--- config.mk ---
export PLATFORM = sky130hd
export DESIGN_NAME = sde_divider
export DESIGN_NICKNAME = d
export VERILOG_FILES = /design/src/design/sde_pkg.sv /design/src/design/sde_divider.sv
export SDC_FILE = /design/constraint.sdc
export NUM_CORES = 1
export LEC_CHECK = 0
export BUFFER_PORTS_ARGS = -buffer_cell sky130_fd_sc_hd__clkbuf_2
export CAP_MARGIN = 25
export CORE_MARGIN = 1
export CORE_UTILIZATION = 30
export DETAILED_ROUTE_END_ITERATION = 6
export PLACE_DENSITY = 0.49
export SLEW_MARGIN = 10
export SYNTH_ARGS = -nofsm -noshare
export SYNTH_HDL_FRONTEND = slang
export SYNTH_SLANG_ARGS = --single-unit
--- constraint.sdc ---
create_clock -name clk -period 9.2 [get_ports clk]
set_input_delay 0.92 -clock clk [delete_from_list [all_inputs] [get_ports clk]]
set_output_delay 0.92 -clock clk [all_outputs]
set_load 0.01 [all_outputs]
--- src/design/sde_pkg.sv ---
`default_nettype none
package sde_pkg;

  localparam int MAX_HALF_WINDOW = 15;
  localparam int MAX_SAMPLES     = 4096;
  localparam int CNT_W           = 13;
  localparam int IDX_W           = 12;
  localparam int WAVE_DEPTH      = 64;
  localparam int INT_DEPTH       = 32;
  localparam int WAVE_AW         = 6;
  localparam int INT_AW          = 5;
  localparam int DIV_STEPS       = 33;

  // configuration register indexes
  localparam logic CFG_HALF_WINDOW     = 1'b0;
  localparam logic CFG_SLOPE_THRESHOLD = 1'b1;

  typedef enum logic [3:0] {
    S_IDLE,
    S_RDB,
    S_SLOPE_START,
    S_SLOPE_WAIT,
    S_DECIDE,
    S_R1,
    S_R2,
    S_R3,
    S_R4,
    S_CURVE_WAIT,
    S_EMIT
  } seq_state_t;

  typedef struct packed {
    logic               start;
    logic signed [32:0] num;
    logic signed [32:0] den;
  } div_req_t;

  typedef struct packed {
    logic               done;
    logic signed [31:0] quot;
  } div_rsp_t;

endpackage
`default_nettype wire

--- src/design/sde_divider.sv ---
`default_nettype none
module sde_divider (
  input  wire logic            clk,
  input  wire logic            rst,
  input  wire sde_pkg::div_req_t req,
  output sde_pkg::div_rsp_t    rsp
);
  import sde_pkg::*;

  logic        busy;
  logic [5:0]  cnt;
  logic [32:0] rem;
  logic [32:0] nq;
  logic [32:0] dm;
  logic        neg;
  logic [33:0] trial;
  logic        qbit;

  // one restoring step per cycle
  assign trial = {rem, nq[32]};
  assign qbit  = (trial >= {1'b0, dm});

  always_ff @(posedge clk) begin
    if (rst) begin
      busy     <= 1'b0;
      rsp.done <= 1'b0;
    end else begin
      rsp.done <= 1'b0;
      if (req.start) begin
        if (req.den == '0) begin
          // zero divisor saturates by sign of numerator
          rsp.done <= 1'b1;
          if (req.num == '0) begin
            rsp.quot <= '0;
          end else if (req.num[32]) begin
            rsp.quot <= 32'sh8000_0000;
          end else begin
            rsp.quot <= 32'sh7FFF_FFFF;
          end
        end else begin
          busy <= 1'b1;
          cnt  <= 6'(DIV_STEPS);
          rem  <= '0;
          nq   <= req.num[32] ? 33'(-req.num) : 33'(req.num);
          dm   <= req.den[32] ? 33'(-req.den) : 33'(req.den);
          neg  <= req.num[32] ^ req.den[32];
        end
      end else if (busy) begin
        if (cnt != '0) begin
          rem <= qbit ? 33'(trial - {1'b0, dm}) : trial[32:0];
          nq  <= {nq[31:0], qbit};
          cnt <= cnt - 6'd1;
        end else begin
          // sign and saturate
          busy     <= 1'b0;
          rsp.done <= 1'b1;
          if (!neg) begin
            rsp.quot <= (nq > 33'h0_7FFF_FFFF) ? 32'sh7FFF_FFFF : nq[31:0];
          end else begin
            rsp.quot <= (nq > 33'h0_8000_0000) ? 32'sh8000_0000 : 32'(-nq[31:0]);
          end
        end
      end
    end
  end

endmodule
`default_nettype wire

==> metrics.txt <==
Synth area leader=edfxtp_1; Avg Inst Size Synth=9.33 um^2; WHS=roughly 500 ps; startpoint type of the worst setup path=primary input; clk root buf=clkbuf_16; nets@finish=1225; total CTS buffers=17; vias post-DR=7836; Setup WS pre-CTS=3770 ps; HPWL after detailed placement=between 15 and 20 mm; Slew headroom=0.327; sw power=~610 uW; DRT Pass-1 Iters=5; Setup CP Type=primary input to register; cell area power density=176 mW/mm^2; Rows=65; height of the die=182 um; mapped cell area=between 0.009 and 0.01 mm^2; Core Region=0.0317 mm^2; mux share of post-synthesis cell area=0.0290; Max Freq=between 200 and 250 MHz; Worst Skew=23.6 ps; CP endpoint kind=register; DP Area=0.0106 mm^2; Synth Instances=1041; Residual DRC=0; Util after Layout=0.353; flop and latch count out of synthesis=140; Arrival @ worst endpoint=about 5300 ps; post-synthesis xor/xnor area fraction=0.0848; share of layout cells above drive strength 1=0.153; largest net degree at the start of global routing=65; GRT Residual Overflow=0; share of the synthesized area in the top cell type=0.427; Hold Buf Count CTS=0; CTS tree=built; fin crit share=0.543; VDD IR max=147 uV; Post-Synth Adder-Cell Area=0.0536; Synth Area in Compound Gates=0.179; Worst-path clk slew=70 ps; Layout area overhead=15.4%; Tot GR Track Use=0.146; Flop pwr share=0.403; initial drt markers=559; largest family of logic cells by synthesized area=compound AO/OA/AOI/OAI gates; top_reg_cell synth=edfxtp_1; Post-Route Setup TNS=0 ps; Register Area=0.00418 mm^2; die extent in x=182 um; post_cts resized=0; DRT Wirelength=23.8 mm; sequential-to-total area share from yosys stat=0.431; Fillers=3299; WL per Instance=15.6 um; Sw Ratio=0.311; crit-path max FO=31; antenna violations before repair=0; vias in the first global route=7435; Final Hold Viols=0; H-tree depth=4; Multi-input gate area=0.00510 mm^2; mean number of vias per cell=5.12; final worst slack=4200 ps; Initial Util=0.306; max-capacitance violation count=0; clk buf depth=2; status=complete, no violations; Skew-Pair Late Insertion Delay=440 ps; number of port buffers=101; Antenna diodes=0; setup violators final=0; Synth area leaders=edfxtp_1 43%, ha_1 5.2%, a21oi_1 5.0%; Hold Crit Class=register to register; Final Cell Area=around 0.011 mm^2; Clock power frac=0.366; Synth warnings=0; RSZ-0062 raised after global routing=no; global-route wire length before repair=38.4 mm; Min Clock Period, post-route=approximately 5000 ps; setup bufs post-CTS=0; combinational share of power=0.231; Synth async-reset ratio=0; Post-synth EDFFs=138; net count after synthesis=1151; clock sinks=140; Synth cell types=72; simple-gate share of the synthesized area=0.175; Power Internal=around 1.4 mW; io pins=102; worst-margin pin slew=1010 ps; Die ar.=0.0331 mm^2; Max Slew Vio Count=0; CP required=9460 ps; leak pwr=4.17 nW; Final ANT Viol Nets=0; Placer Congestion=roughly 0.82
[cells by family (layout without fill, tap and decap cells)]
| logic type | count (synthesis) | in the layout |
|---|---|---|
| AND/OR/NAND/NOR | 336 | 336 |
| AO/OA/AOI/OAI | 287 | 287 |
| flip-flops | 140 | 140 |
| buffers and inverters | 115 | 202 |
| XOR/XNOR | 94 | 94 |
| adder cells (fa/ha/maj) | 41 | 41 |
| multiplexers | 28 | 28 |
[metal layers]
layer | track usage | part of all wire
met1 | 0.190 | 0.48
met5 | 0 | 0
met2 | 0.247 | 0.48
met3 | 0.0229 | 0.030
met4 | 0.0461 | 0.015
[power groups by stage]
stage          logic, mW  clock network (mW)  registers, mW
6_report           0.456               0.722          0.793
2_1_floorplan      0.350                   0          0.795
4_1_cts            0.458               0.740          0.794
3_5_place_dp       0.455                   0          0.807
5_1_grt            0.512               0.762          0.799
3_3_place_gp       0.454                   0          0.807
[critical path, stage by stage]
cell	delay, ps
clkbuf_2	110
or4_4	530
or3_4	360
or4_4	440
or3_1	340
or3_1	360
nor4_1	650
ha_1	320
nand2_1	150
or3_1	810
o21ai_1	260
[worst paths after layout]
path	start	end	slack, ps	cells after the start
worst min-delay path	busy	busy	510	2
worst max-delay path	req[16]	rsp[14]	4200	11
worst max register to register	nq[32]	rem[12]	4700	14
worst min register to register	busy	busy	510	2
[sequential cells by signal, summed over array words and instances (netlist names)]
register	cells
dm	33
nq	33
rem	33
rsp	33
cnt	6
busy	1
neg	1
[layout make-up]
| type | count | share of cell area |
|---|---|---|
| inverters | 61 | 0.0204 |
| clock buffers | 17 | 0.0380 |
| well taps | 402 | 0.0449 |
| multi-input cells | 786 | 0.455 |
| repair buffers | 109 | 0.0525 |
| clock inverters | 15 | 0.0161 |
| flip-flops and latches | 140 | 0.373 |
[Yosys cell counts (all sizes together), types with 5 or more instances]
master and count:
o21ai 84, o21a 6, inv 60, nand2b 10, xnor2 53, or3 21, or4 16, nand2 66
o22ai 16, nor4 15, buf 10, o21bai 5, ha 40, and3 7, nand4 12, a21o 9
nand3 28, nor3 27, a31oi 11, edfxtp 138, xor2 41, clkbuf 44, mux2i 27, nor2b 7
o31ai 18, a21oi 97, o41ai 10, or2 8, nor2 109
[cell usage in the layout, fill, tap and decap left out, drive strengths merged, types with 28 or more instances in the layout]
master  count
ha         40
edfxtp    138
nand3      28
xnor2      53
nand2      66
inv        67
o21ai      84
nor2      109
a21oi      97
clkbuf    117
xor2       41
[stage by stage]
| stage | instances | power [mW] |
|---|---|---|
| 3_3_place_gp | 1497 | 1.26 |
| 3_5_place_dp | 1497 | 1.26 |
| 5_1_grt | 1530 | 2.07 |
| 4_1_cts | 1529 | 1.99 |
| 2_1_floorplan | 1041 | 1.15 |
| 6_report | 1530 | 1.97 |
No activity file was read; power rests on OpenSTA's default activity.
