**src/design/sde_ram.sv**
```systemverilog
`default_nettype none
module sde_ram #(
  parameter int WIDTH = 32,
  parameter int DEPTH = 32
) (
  input  wire logic                     clk,
  input  wire logic                     we,
  input  wire logic [$clog2(DEPTH)-1:0] waddr,
  input  wire logic [WIDTH-1:0]         wdata,
  input  wire logic [$clog2(DEPTH)-1:0] raddr,
  output logic      [WIDTH-1:0]         rdata
);

  logic [WIDTH-1:0] mem [DEPTH];

  // one write port, registered read
  always_ff @(posedge clk) begin
    if (we) begin
      mem[waddr] <= wdata;
    end
    rdata <= mem[raddr];
  end

endmodule
`default_nettype wire

```
**config.mk**
```make
export PLATFORM = sky130hd
export DESIGN_NAME = sde_ram
export DESIGN_NICKNAME = d
export VERILOG_FILES = /design/src/design/sde_ram.sv
export SDC_FILE = /design/constraint.sdc
export NUM_CORES = 1
export LEC_CHECK = 0
export BUFFER_PORTS_ARGS = -buffer_cell sky130_fd_sc_hd__buf_2
export CORE_MARGIN = 5
export CORE_UTILIZATION = 40
export DETAILED_ROUTE_END_ITERATION = 8
export GPL_ROUTABILITY_DRIVEN = 0
export PLACE_DENSITY = 0.53
export SLEW_MARGIN = 40
export SYNTH_ARGS = -nofsm -noshare
export SYNTH_HDL_FRONTEND = slang
export SYNTH_SLANG_ARGS = --single-unit
export TNS_END_PERCENT = 100
```
**constraint.sdc**
```tcl
create_clock -name clk -period 4.28 [get_ports clk]
set_input_delay 1.07 -clock clk [delete_from_list [all_inputs] [get_ports clk]]
set_output_delay 1.07 -clock clk [all_outputs]
set_load 0.03 [all_outputs]
```
==> summary.md, run 1 <==
| Metric | Value |
|---|---|
| Status | `finished, final reports clean` |
| Hold_buf cts | `0` |
| Top-area cell type share of the netlist area | `0.760` |
| RSZ-0062 raised after global routing | `no` |
| Core area | `100000 µm²` |
| Worst vdd ir | `0.327 mV` |
| Crit-path max FO | `42` |
| Worst EP arrival | `3.24 ns` |
| HPWL after DPL | `60600 µm` |
| Die H | `328 µm` |
| CP Capture Type | `flop` |
| H-tree depth | `3` |
| Synth unique cells | `25` |
| MaxCap Viol Count | `0` |
| Post-Syn Area | `40500 µm²` |
| Site Rows | `116` |
| Type of origin of the critical path | `input port` |
| Worst path buffer plus inverter count | `4` |
| Pre-CTS WS | `0.873 ns` |
| Port-buffer cells | `75` |
| Post-layout instance area | `46600 µm²` |
| Yosys warns | `0` |
| Sequential area share after synthesis | `0.775` |
| Largest net degree at the start of global routing | `70` |
| Post-synthesis register bit count | `1056` |
| Ranking of synthesized cells by area | `edfxtp_1 76%, mux2i_1 13%, a22oi_1 1.8%, dfxtp_1 1.6%, a22o_1 1.4%` |
| Post-CTS Resized | `0` |
| Worst path max stage delay | `0.37 ns` |
| Total track usage | `0.192` |
| 1st-iter DRT viols | `2075` |
| Clock Latency Late Sink | `0.68 ns` |
| Syn-to-layout area delta | `15.2%` |
| CTS tree | `yes` |
| Fillcell total | `8479` |
| P per Cell Area | `479 nW/µm²` |
| Minimum clock period | `2.72 ns` |
| Leakage power | `0.0162 µW` |
| Syn Inst Count | `2260` |
| Avg WL per Cell | `27.3 µm` |
| Die area | `108000 µm²` |
| Fraction of layout cells with a size suffix above 1 | `0.151` |
| 1st-pass router iterations | `6` |
| Syn nets | `2304` |
| Placed inst area | `43000 µm²` |
| Worst-Margin Slew | `0.821 ns` |
| Setup WS post-layout | `1.56 ns` |
| Initial cell density of the core | `0.404` |
| Die width | `328 µm` |
| CTS max path bufs | `3` |
| Setup_tns | `0 ns` |
| Post-CTS setup buffers | `0` |
| GRT Residual Overflow | `0` |
| Max Slew Vio Count | `0` |
| WL final | `105000 µm` |
| CP Class | `input port to flop` |
| First-pass GRT wire length | `152000 µm` |
| TritonCTS Sinks | `1056` |
| # IOs | `76` |
| Antenna Violating Nets Remaining | `0` |
| Placed cell count | `3648` |
| Clk slew on worst S/H paths | `0.06 ns` |
| CP most frequent cell | `buf_4` |
| Worst Clk Skew | `0.0195 ns` |
| Vias in the first global route | `21300` |
| Period utilisation layout | `0.637` |
| Critical Path RT | `4.79 ns` |
| Fin. Hold Viols | `0` |
| Number of nets in the final layout | `2449` |
| Vias/cell | `5.46` |
| Hold Path Class | `flop to flop` |
| CP cell instances | `buf_8 > buf_12 > buf_4 > mux2i_1 > nand2_1 > a31oi_1 > buf_4 > nand3_1` |
| Endpoints failing setup | `0` |
| CTS Buf Count | `111` |
| Dominant cell type by area after synthesis | `edfxtp_1` |
| Residual DRC count | `0` |
| Root Buffer | `clkbuf_16` |
| Syn avg cell area | `17.9 µm²` |
| Final core occ | `0.465` |
| Kind of cell adding the most delay to the critical path | `buffers and inverters` |
| Critical path's slowest cell | `buf_8` |
| Initial antenna violation count | `9` |
| Via count | `21100` |
| Fin cells | `3863` |
| Max Fclk | `0.367 GHz` |
| Slew HR | `0.453` |
## Yosys cell counts (all sizes together)
| cell | n |
|---|---|
| edfxtp | 1024 |
| mux2i | 512 |
| nand2 | 98 |
| nand3 | 98 |
| a21oi | 96 |
| a22oi | 96 |
| buf | 79 |
| a22o | 64 |
| clkbuf | 48 |
| nor2 | 34 |
| a31oi | 32 |
| dfxtp | 32 |
| nor3 | 32 |
| nand3b | 5 |
| or3b | 3 |
| nand2b | 2 |
| and2 | 1 |
| and2b | 1 |
| nor2b | 1 |
| or2 | 1 |
| or3 | 1 |
## state kept, by name (all words and copies together) (netlist names)
register / flops
rdata: 32
mem: 1024
## stage by stage
stage | hold WS [ns] | power (µW)
floorplan | 0.553 | 12400
global placement | 0.584 | 13000
detailed placement | 0.579 | 13000
CTS | 0.578 | 22600
global route | 0.645 | 23100
finish | 0.581 | 22400
## worst paths after layout
kind	startpoint	endpoint	slack, ns	depth (start not counted)
worst max register to register	mem[1][9]	rdata[9]	2.53	5
worst min register to register	mem[26][20]	rdata[20]	0.58	4
worst max-delay path	raddr[0]	rdata[3]	1.56	8
worst min-delay path	mem[26][20]	rdata[20]	0.58	4
## cell usage in the layout, fill, tap and decap left out, types with 2 or more instances in the layout
cell	count
edfxtp_1	1024
mux2i_1	512
clkbuf_16	111
nand3_1	98
nand2_1	97
a22oi_1	96
a21oi_1	96
buf_2	74
buf_4	65
a22o_1	64
nor2_4	33
nor3_1	32
a31oi_1	32
dfxtp_1	32
clkinv_2	23
buf_12	18
clkinv_1	17
clkbuf_1	17
clkbuf_8	12
bufinv_16	10
clkinvlp_4	9
inv_6	7
nand3b_1	5
diode_2	3
or3b_2	3
clkinv_4	3
nand2b_4	2
inv_16	2
buf_8	2
## layer usage
metal | wire (µm) | track usage
met1 | 45000 | 0.262
met2 | 51800 | 0.322
met3 | 6260 | 0.0356
met4 | 2250 | 0.0475
met5 | 17 | 0
## report_power, final
part / internal [µW] / total, µW / switching (µW)
clock: 5600 / 9570 / 3970
sequential: 11500 / 11600 / 62.2
combinational: 365 / 1230 / 861
## worst register-to-register path, stage by stage, from the launching register on
cell      delay, ns
edfxtp_1       0.35
mux2i_1        0.25
a22o_1         0.24
nor3_1         0.09
a31oi_1        0.48
nand3_1        0.19
## kinds of logic after synthesis
family / Yosys count / share of synthesized area
and+or+nand+nor: 277 / 0.0310
muxes: 512 / 0.127
DFF: 1056 / 0.775
AOI/OAI and AO/OA: 288 / 0.0485
buffers and inverters: 127 / 0.0186
## final cells by class
cell class,instances,area (µm²),area share
diodes,3,7.51,0.000161
multi-input cells,1077,8620,0.185
clock inverters,71,674,0.0145
flip-flops and latches,1056,31400,0.673
clock buffers,140,3010,0.0645
well taps,1357,1700,0.0364
repair buffers,159,1250,0.0268
Power figures use the tool's default switching activity.
==> run 2: changes to the inputs <==
Settings changed: PLACE_DENSITY 0.53 to 0.55.
Clock period 4.28 ns to 2.4 ns, I/O delays scaled along.
==> run 2 against run 1 <==
  * Cell area up 2.3%
  * Highest routed layer unchanged
  * Largest cell class unchanged
  * Critical path type is now flop to primary output
  * Utilization up 1.1 points
  * Power up 78%
  * Worst setup slack worse by 1.3 ns
==> summary.md, run 2 (synthesized netlist as in run 1, its figures left out) <==
| Metric | Value |
|---|---|
| Status | `finished, final reports clean` |
| Crit-path max FO | `1` |
| Port-buffer cells | `75` |
| Post-CTS setup buffers | `0` |
| Worst Clk Skew | `0.0249 ns` |
| Critical path's slowest cell | `dfxtp_1` |
| Total track usage | `0.195` |
| Most frequent cells in the layout | `1024 x edfxtp_1, 512 x mux2i_1, 108 x clkbuf_16` |
| Type of origin of the critical path | `flop` |
| Die area | `108000 µm²` |
| Largest net degree at the start of global routing | `43` |
| Max Fclk | `0.460 GHz` |
| Initial cell density of the core | `0.404` |
| FF-to-FF path depth | `5` |
| Initial antenna violation count | `8` |
| Root Buffer | `clkbuf_16` |
| Flop2flop setup slack | `0.89 ns` |
| P per Cell Area | `831 nW/µm²` |
| Worst EP arrival | `1.58 ns` |
| Site Rows | `116` |
| Clock Latency Late Sink | `0.68 ns` |
| 1st-pass router iterations | `5` |
| Critical Path RT | `1.80 ns` |
| # IOs | `76` |
| CP cell instances | `buf_2` |
| GRT Residual Overflow | `0` |
| Vias in the first global route | `21500` |
| Placed cell count | `3716` |
| Commonest non-fill, non-tap cell in the layout | `edfxtp_1` |
| Clk slew on worst S/H paths | `0.06 ns` |
| Largest regs | `mem x1024, rdata x32` |
| Crit Reg-Reg Startpoint | `mem[6][14]` |
| Endpoints failing setup | `0` |
| Core area | `100000 µm²` |
| HPWL after DPL | `59400 µm` |
| Reg2reg end | `rdata[14]` |
| TritonCTS Sinks | `1056` |
| Fraction of layout cells with a size suffix above 1 | `0.168` |
| Via count | `21200` |
| Hold Path Class | `input port to flop` |
| Die H | `328 µm` |
| Worst-Margin Slew | `0.636 ns` |
| CTS tree | `yes` |
| Kind of cell adding the most delay to the critical path | `flip-flops` |
| Residual DRC count | `0` |
| RSZ-0062 raised after global routing | `no` |
| Leakage power | `0.0167 µW` |
| MaxCap Viol Count | `0` |
| CTS max path bufs | `3` |
| CP Depth | `1` |
| Worst path buffer plus inverter count | `1` |
| Vias/cell | `5.41` |
| Reg with most FFs | `mem` |
| Hold_buf cts | `0` |
| Period utilisation layout | `0.906` |
| Worst vdd ir | `0.624 mV` |
| Total power draw | `39700 µW` |
| Worst path max stage delay | `0.59 ns` |
| Final core occ | `0.476` |
| Post-CTS Resized | `0` |
| Max reg flops | `1024` |
| Fin. Hold Viols | `0` |
| Syn-to-layout area delta | `17.9%` |
| Avg WL per Cell | `27.1 µm` |
| Worst Setup EP | `rdata[16]` |
| Number of nets in the final layout | `2513` |
| CTS Buf Count | `108` |
| CP Capture Type | `primary output` |
| First-pass GRT wire length | `153000 µm` |
| Placed inst area | `44100 µm²` |
| CP Class | `flop to primary output` |
| 1st-iter DRT viols | `1744` |
| Slew HR | `0.576` |
| Minimum clock period | `2.18 ns` |
| Post-layout instance area | `47700 µm²` |
| WL final | `106000 µm` |
| Fin cells | `3923` |
| H-tree depth | `3` |
| Antenna Violating Nets Remaining | `0` |
| Die width | `328 µm` |
| Critical Path Start | `rdata[16]` |
| Max Slew Vio Count | `0` |
[run 2: cell types whose count changed in the layout (fill, tap and decap cells not counted), moves of 3 or more]
cell,previous run,this run
clkbuf_16,111,108
buf_12,18,72
inv_6,7,4
clkinv_1,17,26
clkbuf_8,12,9
clkinv_2,23,20
bufinv_16,10,13
clkinvlp_4,9,5
buf_4,65,79
[run 2: final cells by class]
cell class | instances | area (µm²)
sequential | 1056 | 31400
clock inverter | 72 | 736
multi-input combinational | 1077 | 8610
clock buffer | 133 | 2890
fill | 8321 | 52500
tap | 1357 | 1700
timing repair buffer | 226 | 2420
antenna | 2 | 5.00
[run 2: worst min path at each step]
stage	from	slack [ns]	endpoint	cells after the start
6_report	wdata[11]	0.41	mem[5][11]	1
5_1_grt	wdata[11]	0.40	mem[4][11]	1
4_1_cts	wdata[11]	0.37	mem[4][11]	1
3_5_place_dp	mem[10][30]	0.59	rdata[30]	4
3_3_place_gp	mem[10][13]	0.59	rdata[13]	4
2_1_floorplan	mem[16][10]	0.55	rdata[10]	4
[run 2: metrics by stage]
stage          setup TNS [ns]  setup slack [ns]  hold WS (ns)
3_3_place_gp           -0.170            -0.170         0.586
6_report                    0             0.225         0.410
3_5_place_dp           -0.160            -0.160         0.588
5_1_grt                     0             0.220         0.400
2_1_floorplan         -233.30            -0.509         0.553
4_1_cts                     0             0.185         0.367
[run 2: power by group]
part | internal (µW) | switching [µW]
combinational | 744 | 1440
sequential | 20500 | 126
clock | 9950 | 6930
total | 31200 | 8500
[run 2: per-layer routing]
metal,track usage,share of wire
met1,0.275,0.45
met5,0,0.00017
met2,0.321,0.48
met4,0.0433,0.019
met3,0.0345,0.052
==> run 3: changes to the inputs <==
Settings changed: BUFFER_PORTS_ARGS -buffer_cell sky130_fd_sc_hd__buf_2 to not set, DONT_BUFFER_PORTS set to 1, PLACE_DENSITY 0.55 to 0.54, SETUP_SLACK_MARGIN set to 0.4.
==> run 3 against run 2 <==
  * The run now ends with max-slew violations, negative setup slack left
  * Worst hold slack worse by 0.37 ns
  * Die area unchanged
  * Clock power down 7%
  * Via count down 1.6%
  * First-iteration DRC count up 13%
  * Sequential cell count unchanged
  * Cell area down 1.6%
  * Non-clock buffer count down 83
  * Critical endpoint is now rdata[6]
  * Highest routed layer is now met4
==> summary.md, run 3 (synthesized netlist as in run 1, its figures left out) <==
| Metric | Value |
|---|---|
| CTS Buf Count | `105` |
| Worst-Margin Slew | `3.93 ns` |
| Hold_sp | `wdata[25]` |
| Die area | `108000 µm²` |
| Commonest non-fill, non-tap cell in the layout | `edfxtp_1` |
| MaxCap Viol Count | `0` |
| Crit Reg-Reg Startpoint | `mem[1][27]` |
| # diodes | `0` |
| Largest net degree at the start of global routing | `513` |
| CTS tree | `yes` |
| Number of nets in the final layout | `2427` |
| Flop2flop setup slack | `0.79 ns` |
| 1st-iter DRT viols | `1965` |
| Core area | `100000 µm²` |
| Avg WL per Cell | `27.7 µm` |
| Clk slew on worst S/H paths | `0.06 ns` |
| Max Slew Vio Count | `417` |
| Type of origin of the critical path | `input port` |
| P per Cell Area | `816 nW/µm²` |
| Post-CTS setup buffers | `0` |
| GRT Residual Overflow | `0` |
| HPWL after DPL | `53300 µm` |
| Die H | `328 µm` |
| Antenna Violating Nets Remaining | `0` |
| CP cell instances | `mux2i_1 > a22o_1 > nor3_1 > a31oi_1 > nand3_1` |
| Period utilisation layout | `1.60` |
| Hold path cells | `0` |
| Hold Path Class | `input port to flop` |
| Setup_tns | `-24.02 ns` |
| Worst EP arrival | `4.34 ns` |
| Port-buffer cells | `0` |
| Fin Hold WS | `0.0418 ns` |
| Pre-CTS WS | `0.201 ns` |
| Failing checks | `max-slew violations, negative setup slack` |
| Fin. Hold Viols | `0` |
| Via count | `20900` |
| Min-Delay Endpoint | `mem[21][25]` |
| Endpoints failing setup | `29` |
| Setup WS post-layout | `-1.44 ns` |
| Vias/cell | `5.46` |
| # IOs | `76` |
| H-tree depth | `3` |
| Residual DRC count | `0` |
| Slew HR | `-1.62` |
| Worst Clk Skew | `0.0141 ns` |
| CP Capture Type | `flop` |
| Worst path max stage delay | `1.15 ns` |
| Vias in the first global route | `21400` |
| Initial antenna violation count | `4` |
| Post-CTS Resized | `0` |
| TritonCTS Sinks | `1056` |
| Area occupied by multi-input gates | `8630 µm²` |
| Status | `finished with violations` |
| Critical Path RT | `2.90 ns` |
| Leakage power | `0.0161 µW` |
| Largest regs | `mem x1024, rdata x32` |
| Root Buffer | `clkbuf_16` |
| CTS max path bufs | `3` |
| RSZ-0062 raised after global routing | `no` |
| Initial cell density of the core | `0.404` |
| Fillcell total | `8394` |
| FF-to-FF path depth | `5` |
| CP Class | `input port to flop` |
| Total track usage | `0.195` |
| Worst vdd ir | `0.621 mV` |
| Crit-path max FO | `512` |
| First-pass GRT wire length | `152000 µm` |
| Max Fclk | `0.261 GHz` |
| Minimum clock period | `3.84 ns` |
| Site Rows | `116` |
| Reg with most FFs | `mem` |
| Critical path's slowest cell | `mux2i_1` |
| Most frequent cells in the layout | `1024 x edfxtp_1, 512 x mux2i_1, 107 x clkbuf_16` |
| Fraction of layout cells with a size suffix above 1 | `0.119` |
| Storage element area | `31400 µm²` |
| Syn-to-layout area delta | `16.0%` |
| Reg2reg end | `rdata[27]` |
| Clock Latency Late Sink | `0.66 ns` |
| WL final | `106000 µm` |
| Die width | `328 µm` |
| Max reg flops | `1024` |
| 1st-pass router iterations | `5` |
-- run 3: power breakdown --
| group | internal, µW | total [µW] | leakage, µW | switching (µW) |
|---|---|---|---|---|
| clock network | 9000 | 15800 | 0.00163 | 6800 |
| registers | 20500 | 20800 | 0.00949 | 285 |
| logic | 783 | 1730 | 0.00497 | 943 |
-- run 3: worst max-delay path, delay by kind of cell --
| kind | cells | cell delay, ns |
|---|---|---|
| AOI/OAI and AO/OA | 2 | 0.50 |
| and+or+nand+nor | 2 | 0.24 |
| muxes | 1 | 1.15 |
-- run 3: worst max path at each step --
| stage | start | end | slack, ns | depth (start not counted) |
|---|---|---|---|---|
| after global routing | rdata[12] | rdata[12] | 0.44 | 0 |
| after CTS | rdata[7] | rdata[7] | 0.41 | 0 |
| after detailed placement | raddr[2] | rdata[13] | 0.20 | 7 |
| after floorplan | waddr[0] | mem[10][0] | 0.12 | 2 |
| after global placement | raddr[1] | rdata[13] | 0.19 | 7 |
| final | raddr[0] | rdata[6] | -1.44 | 5 |
-- run 3: per-stage QoR --
stage | area (µm²) | instances | util | total power [µW]
global placement | 43100 | 3577 | 0.430 | 22500
CTS | 47000 | 3829 | 0.469 | 38500
detailed placement | 43100 | 3577 | 0.430 | 22500
finish | 47000 | 3830 | 0.468 | 38300
global route | 47000 | 3830 | 0.468 | 39400
floorplan | 40800 | 2260 | - | 22200
-- run 3: layout make-up --
cell class / instances / area share
Tap cell: 1357 / 0.0362
Multi-Input combinational cell: 1077 / 0.184
Timing Repair Buffer: 143 / 0.0410
Clock inverter: 65 / 0.0113
Clock buffer: 132 / 0.0594
Sequential cell: 1056 / 0.668
-- run 3: what timing repair did --
| item | in CTS | in global routing |
|---|---|---|
| hold endpoints to repair | 565 | 24 |
| endpoints found under the setup margin | 0 | 0 |
| hold buffers | 55 | 1 |
-- run 3: layer usage --
| layer | part of all wire | up-vias | GRT usage |
|---|---|---|---|
| met5 | 0 | - | 0 |
| met1 | 0.44 | 11000 | 0.271 |
| met2 | 0.49 | 574 | 0.325 |
| li1 | - | 9239 | - |
| met4 | 0.020 | 0 | 0.0443 |
| met3 | 0.055 | 139 | 0.0309 |
